`src/hdl/cns_pkg.sv`:
```
package cns_pkg;

    localparam int FRAC_BITS  = 16;
    localparam int DATA_W     = 32;
    localparam int NORM_W     = FRAC_BITS + 2;
    localparam int DEPTH_W    = 31;
    localparam int VEC_W      = DATA_W + 2;
    localparam int SQ_W       = 64;
    localparam int ROOT_W     = 32;
    localparam int DVD_W      = DATA_W + FRAC_BITS;
    localparam int DOT_W      = 2 * NORM_W + 2;
    localparam int SCORE_W    = DATA_W + 2;
    localparam int CNT_W      = 6;
    localparam int CFG_IDX_W  = 2;
    localparam int SQRT_STEPS = 32;
    localparam int DIV_STEPS  = DVD_W;

    localparam logic [SQ_W-1:0] NEAR_ZERO_SQ =
        SQ_W'((64'd1 << (2 * FRAC_BITS)) / 64'd10000000000);
    localparam logic signed [SCORE_W:0] SCORE_MARGIN =
        (SCORE_W + 1)'((64'd1 << FRAC_BITS) / 64'd10000);
    localparam logic [DVD_W-1:0] ONE_RAW = DVD_W'(64'd1 << FRAC_BITS);

    localparam logic [CFG_IDX_W-1:0] REG_TOL      = 2'd0;
    localparam logic [CFG_IDX_W-1:0] REG_MOTION_X = 2'd1;
    localparam logic [CFG_IDX_W-1:0] REG_MOTION_Y = 2'd2;
    localparam logic [CFG_IDX_W-1:0] REG_MOTION_Z = 2'd3;

    localparam logic [1:0] FUNC_BEGIN   = 2'd0;
    localparam logic [1:0] FUNC_CONTACT = 2'd1;
    localparam logic [1:0] FUNC_RESOLVE = 2'd2;

    localparam logic [3:0] OP_NONE      = 4'd0;
    localparam logic [3:0] OP_BEGIN     = 4'd1;
    localparam logic [3:0] OP_MARK      = 4'd2;
    localparam logic [3:0] OP_SQ        = 4'd3;
    localparam logic [3:0] OP_SQRT_INIT = 4'd4;
    localparam logic [3:0] OP_SQRT_STEP = 4'd5;
    localparam logic [3:0] OP_DIV_INIT  = 4'd6;
    localparam logic [3:0] OP_DIV_STEP  = 4'd7;
    localparam logic [3:0] OP_DIV_STORE = 4'd8;
    localparam logic [3:0] OP_SET_MDIR  = 4'd9;
    localparam logic [3:0] OP_DOT       = 4'd10;
    localparam logic [3:0] OP_SCORE     = 4'd11;
    localparam logic [3:0] OP_EMIT      = 4'd12;

    localparam logic [1:0] EMIT_ZERO     = 2'd0;
    localparam logic [1:0] EMIT_BEST     = 2'd1;
    localparam logic [1:0] EMIT_UNIT     = 2'd2;
    localparam logic [1:0] EMIT_BLK_ZERO = 2'd3;

    typedef struct packed {
        logic       load;
        logic [3:0] op;
        logic [1:0] idx;
        logic [1:0] emit_kind;
    } cmd_t;

    typedef struct packed {
        logic [1:0] func;
        logic       depth_neg;
        logic       depth_le_tol;
        logic       world;
        logic       seen;
        logic       deepest_le_tol;
        logic       have_blk;
        logic       s_small;
        logic       len_le_tol;
        logic       out_full;
    } status_t;

    function automatic logic [VEC_W-1:0] mag_f(input logic signed [VEC_W-1:0] v);
        return v[VEC_W-1] ? VEC_W'(-v) : VEC_W'(v);
    endfunction

endpackage

```
`src/hdl/cns_controller.sv`:
```
module cns_controller (
    input  logic             aclk,
    input  logic             aresetn,
    input  logic             s_valid,
    output logic             s_ready,
    input  cns_pkg::status_t st,
    output cns_pkg::cmd_t    cmd
);
    import cns_pkg::*;

    localparam logic [3:0] S_IDLE   = 4'd0;
    localparam logic [3:0] S_DECIDE = 4'd1;
    localparam logic [3:0] S_SQ     = 4'd2;
    localparam logic [3:0] S_SQRT_I = 4'd3;
    localparam logic [3:0] S_SQRT   = 4'd4;
    localparam logic [3:0] S_POST   = 4'd5;
    localparam logic [3:0] S_DIV_I  = 4'd6;
    localparam logic [3:0] S_DIV    = 4'd7;
    localparam logic [3:0] S_DIV_W  = 4'd8;
    localparam logic [3:0] S_SETMD  = 4'd9;
    localparam logic [3:0] S_DOT    = 4'd10;
    localparam logic [3:0] S_SCORE  = 4'd11;
    localparam logic [3:0] S_EMIT   = 4'd12;

    logic [3:0]       state_reg, state_next;
    logic [1:0]       idx_reg, idx_next;
    logic [CNT_W-1:0] cnt_reg, cnt_next;
    logic [1:0]       kind_reg, kind_next;

    assign s_ready = (state_reg == S_IDLE);

    always_ff @(posedge aclk) begin
        if (!aresetn) begin
            state_reg <= S_IDLE;
            idx_reg   <= '0;
            cnt_reg   <= '0;
            kind_reg  <= EMIT_ZERO;
        end else begin
            state_reg <= state_next;
            idx_reg   <= idx_next;
            cnt_reg   <= cnt_next;
            kind_reg  <= kind_next;
        end
    end

    always_comb begin
        state_next    = state_reg;
        idx_next      = idx_reg;
        cnt_next      = cnt_reg;
        kind_next     = kind_reg;
        cmd.load      = 1'b0;
        cmd.op        = OP_NONE;
        cmd.idx       = idx_reg;
        cmd.emit_kind = kind_reg;
        unique case (state_reg)
            S_IDLE: begin
                if (s_valid) begin
                    cmd.load   = 1'b1;
                    state_next = S_DECIDE;
                end
            end
            S_DECIDE: begin
                idx_next = '0;
                unique case (st.func)
                    FUNC_BEGIN: begin
                        cmd.op     = OP_BEGIN;
                        state_next = S_SQ;
                    end
                    FUNC_CONTACT: begin
                        if (st.depth_neg) begin
                            state_next = S_IDLE;
                        end else begin
                            cmd.op     = OP_MARK;
                            state_next = st.depth_le_tol ? S_IDLE : S_SQ;
                        end
                    end
                    FUNC_RESOLVE: begin
                        if (!st.world || (st.seen && st.deepest_le_tol)) begin
                            kind_next  = EMIT_ZERO;
                            state_next = S_EMIT;
                        end else if (st.seen && st.have_blk) begin
                            kind_next  = EMIT_BEST;
                            state_next = S_EMIT;
                        end else begin
                            state_next = S_SQ;
                        end
                    end
                    default: state_next = S_IDLE;
                endcase
            end
            S_SQ: begin
                cmd.op   = OP_SQ;
                idx_next = idx_reg + 2'd1;
                if (idx_reg == 2'd3) begin
                    state_next = S_SQRT_I;
                end
            end
            S_SQRT_I: begin
                if (st.s_small && st.func != FUNC_RESOLVE) begin
                    state_next = S_IDLE;
                end else begin
                    cmd.op     = OP_SQRT_INIT;
                    cnt_next   = '0;
                    state_next = S_SQRT;
                end
            end
            S_SQRT: begin
                cmd.op   = OP_SQRT_STEP;
                cnt_next = cnt_reg + 1'b1;
                if (cnt_reg == CNT_W'(SQRT_STEPS - 1)) begin
                    state_next = S_POST;
                end
            end
            S_POST: begin
                idx_next = '0;
                if (st.func == FUNC_RESOLVE && st.len_le_tol) begin
                    kind_next  = EMIT_ZERO;
                    state_next = S_EMIT;
                end else if (st.func == FUNC_RESOLVE && st.s_small) begin
                    kind_next  = EMIT_BLK_ZERO;
                    state_next = S_EMIT;
                end else begin
                    state_next = S_DIV_I;
                end
            end
            S_DIV_I: begin
                cmd.op     = OP_DIV_INIT;
                cnt_next   = '0;
                state_next = S_DIV;
            end
            S_DIV: begin
                cmd.op   = OP_DIV_STEP;
                cnt_next = cnt_reg + 1'b1;
                if (cnt_reg == CNT_W'(DIV_STEPS - 1)) begin
                    state_next = S_DIV_W;
                end
            end
            S_DIV_W: begin
                cmd.op = OP_DIV_STORE;
                if (idx_reg == 2'd2) begin
                    idx_next = '0;
                    priority case (st.func)
                        FUNC_BEGIN:   state_next = S_SETMD;
                        FUNC_CONTACT: state_next = S_DOT;
                        default: begin
                            kind_next  = EMIT_UNIT;
                            state_next = S_EMIT;
                        end
                    endcase
                end else begin
                    idx_next   = idx_reg + 2'd1;
                    state_next = S_DIV_I;
                end
            end
            S_SETMD: begin
                cmd.op     = OP_SET_MDIR;
                state_next = S_IDLE;
            end
            S_DOT: begin
                cmd.op   = OP_DOT;
                idx_next = idx_reg + 2'd1;
                if (idx_reg == 2'd3) begin
                    state_next = S_SCORE;
                end
            end
            S_SCORE: begin
                cmd.op     = OP_SCORE;
                state_next = S_IDLE;
            end
            S_EMIT: begin
                if (!st.out_full) begin
                    cmd.op     = OP_EMIT;
                    state_next = S_IDLE;
                end
            end
            default: state_next = S_IDLE;
        endcase
    end

endmodule

```
`config.mk`:
```
export PLATFORM = sky130hd
export DESIGN_NAME = cns_controller
export DESIGN_NICKNAME = d
export VERILOG_FILES = /design/src/hdl/cns_pkg.sv /design/src/hdl/cns_controller.sv
export SDC_FILE = /design/constraint.sdc
export NUM_CORES = 1
export LEC_CHECK = 0
export ABC_AREA = 0
export BUFFER_PORTS_ARGS = -buffer_cell sky130_fd_sc_hd__buf_2
export CAP_MARGIN = 0
export CORE_MARGIN = 5
export CORE_UTILIZATION = 30
export CTS_CLUSTER_DIAMETER = 200
export DETAILED_ROUTE_END_ITERATION = 12
export GPL_TIMING_DRIVEN = 1
export MAX_ROUTING_LAYER = met4
export SLEW_MARGIN = 0
export SYNTH_ARGS = -nofsm -noshare
export SYNTH_HDL_FRONTEND = slang
export SYNTH_SLANG_ARGS = --single-unit
```
`constraint.sdc`:
```
create_clock -name aclk -period 1.7 [get_ports aclk]
set_clock_uncertainty 0.2 [all_clocks]
set_input_delay 0.51 -clock aclk [delete_from_list [all_inputs] [get_ports aclk]]
set_output_delay 0.51 -clock aclk [all_outputs]
set_load 0.1 [all_outputs]
```
==> summary.txt <==
Run status
  • Status: finished, violations left
  • Violated checks: negative setup slack

Synthesis
  • Syn_nets: 177
  • Mapped Cells: 158
  • Synth warn: 0
  • Register area share after synthesis: 24.5%
  • Mapped Avg Cell Area: 7.23 sq um
  • Post-synth ARST share: 0%
  • EDFF count, synth: 0
  • Top_reg_cell synth: dfxtp_1
  • Synthesized cell area: 1140 sq um
  • Flops & latches, synth: 14
  • Netlist cell types: 46

Placed design
  • HPWL Detailed: 2.89 mm
  • Placement-stage cell area: 1820 sq um
  • Post-Place Cells: 258
  • GPL Wtd Cong: 0.901
  • DP Worst Slack: -0.535 ns
  • Port bufs: 23

Timing
  • Worst slew margin: 69.2%
  • WHS: 0.314 ns
  • Final Hold Fails: 0
  • Final setup margin: -0.610 ns
  • Sum Neg Setup Slack: -4.36 ns
  • Fin crit period: 2.31 ns
  • Max Slew Vio Count: 0
  • Max frequency: 433 MHz
  • Worst Tran Pin Value: 0.462 ns
  • RSZ-0062 raised after global routing: yes
  • Fin crit share: 136%
  • # setup viols final: 15

Clock tree
  • CTS H-tree depth: 1
  • Number of clock sinks: 14
  • Worst-path clk slew: 0.06 ns
  • Clk Latency, worst-skew pair: 0.25 ns
  • Post-CTS Hold Buffers: 0
  • CTS root buffer: clkbuf_8
  • CTS tree: built
  • Clock Path Buffers: 2
  • Num CTS Buffers: 3

Critical path
  • R2R cell count: 7
  • CP endpoint kind: output pin
  • Slowest stage cell on the critical path: or3b_4
  • Worst R2R Setup Slack: -0.35 ns
  • FF-to-FF End: state_reg[2]
  • CP Data Required Time: 0.99 ns
  • Critical path's largest stage delay: 0.42 ns
  • Cells along the critical path: or3b_4 -> nor3_4 -> a21oi_2 -> o22ai_4 -> buf_12
  • Worst EP arrival: 1.60 ns
  • Start of the worst register-to-register path: state_reg[3]
  • CP max FO: 2
  • Setup crit start kind: flip-flop
  • WS Path Type: reg -> out

Power and ir drop
  • Static Leak: 0.805 nW
  • Max VDD drop: 0.848 mV
  • Pwr Total: 3.28 mW
  • Pwr/cell area: 1620 nW/um^2

Global route
  • Number of global-route vias before repair: 1,408
  • First-pass GRT wire length: 6.31 mm
  • Largest net degree at the start of global routing: 26
  • Remaining Overflow, GRT: 0
  • Overall fraction of global-route tracks in use: 15.6%
  • Antenna violations before repair: 0

Route
  • Routed vias/inst: 5.34
  • Post-DRT Antenna Nets: 0
  • Routed via count: 1,421
  • Routed len/inst: 15.0 microns
  • DR iter-0 viols: 56
  • Pre-antenna DRT Iters: 6
  • Total Wirelength: 4.00 mm
  • DRC Markers: 0

Floorplanning
  • Num rows: 22
  • Die span in y: 71.7 microns
  • Die W: 71.7 microns
  • I/O pin cnt: 24
  • Core Box Area: 3690 sq um
  • Die ar.: 5140 sq um
  • Starting Density: 31.0%

Cells and area
  • Area Growth Syn to Fin: 77.9%
  • Post-route insts no fill: 266
  • Final Net Count: 238
  • Share of layout cells above drive strength 1: 49.1%
  • Fin util: 55.1%
  • Final Cell Area: 2030 sq um
  • Commonest non-fill, non-tap cell in the layout: buf_4
  • Most frequent cells in the layout: buf_4 (34), nand2_1 (13), buf_2 (13), a21oi_1 (11), buf_12 (10)
  • Register Area: 293 sq um
  • Fillers: 341
  • Area of the multi-input gates: 976 sq um
  • ANT cells: 0
  • Max FFs per register: 6

Worst hold path
  • Hold path cells: 2
  • Hold Crit Class: reg -> reg
  • Hold_sp: cnt_reg[4]
  • Worst Hold Path EP: cnt_reg[4]

Job
  • MaxCap Viol Count: 0
layout make-up:
class,count,share of cell area [%]
repair buffers,66,30.6
clock buffers,4,2.71
inverters,7,1.29
flip-flops and latches,14,14.4
well taps,48,2.96
multi-input cells,127,48.0
metal layers:
layer / up-vias / share of wire [%] / GRT usage [%]
met2: 46 / 49 / 24.7
li1: 705 / - / -
met5: - / 0 / -
met1: 662 / 43 / 19.6
met4: 0 / 1.9 / 6.05
met3: 8 / 5.5 / 2.66
timing repair:
action / 4_1_cts / 5_1_grt
gates resized for setup: 9 / 20
buffers inserted: 0 / 4
pin swaps: 3 / 7
gates cloned: 0 / 0
setup endpoints to repair: 17 / 18
worst max-delay path, delay by kind of cell (launching register included):
family,cells,cell delay [ns]
buffers and inverters,1,0.19
flip-flops,1,0.32
AND/OR/NAND/NOR,2,0.60
AO/OA/AOI/OAI,2,0.24
worst max-delay path by stage:
stage	slack, ns	startpoint	to
after CTS	-0.62	state_reg[3]	cmd[5]
final	-0.61	state_reg[3]	cmd[5]
after global placement	-0.48	st[9]	cmd[6]
after global routing	-0.66	state_reg[0]	cmd[5]
after detailed placement	-0.53	st[9]	cmd[6]
after floorplan	-1.19	state_reg[0]	cmd[8]
cell usage after synthesis, types with 2 or more instances:
library cell | n | area share [%]
nor3b_1 | 2 | 1.3
nor2b_1 | 3 | 1.6
o21ai_1 | 10 | 4.4
and3_1 | 4 | 2.2
nor2_1 | 11 | 3.6
ha_1 | 5 | 5.5
nand4_1 | 3 | 1.6
a31oi_1 | 2 | 1.1
o31ai_1 | 2 | 1.3
o22ai_1 | 3 | 1.6
dfxtp_1 | 14 | 25
a311oi_1 | 2 | 1.5
nor3_1 | 7 | 3.1
nand3_1 | 5 | 2.2
inv_1 | 6 | 2.0
buf_2 | 7 | 3.1
a21oi_1 | 14 | 6.1
o21ai_0 | 7 | 3.1
nand2b_1 | 6 | 3.3
nand2_1 | 14 | 4.6
clkbuf_1 | 3 | 0.99
or3_1 | 4 | 2.2
kinds of logic after synthesis:
| kind of cell | after synthesis | share of synthesized area (%) |
|---|---|---|
| compound gates | 55 | 31.7 |
| xor+xnor | 1 | 1.42 |
| fa+ha+maj | 5 | 5.48 |
| buf+inv | 17 | 6.35 |
| flops | 14 | 24.5 |
| simple gates | 66 | 30.6 |
power breakdown:
group	internal (mW)	total, mW	switching, mW
logic	1.06	2.47	1.41
registers	0.407	0.477	0.0703
clock network	0.205	0.337	0.131
total	1.67	3.28	1.62
Note: power is estimated with default switching activity, not from simulation.
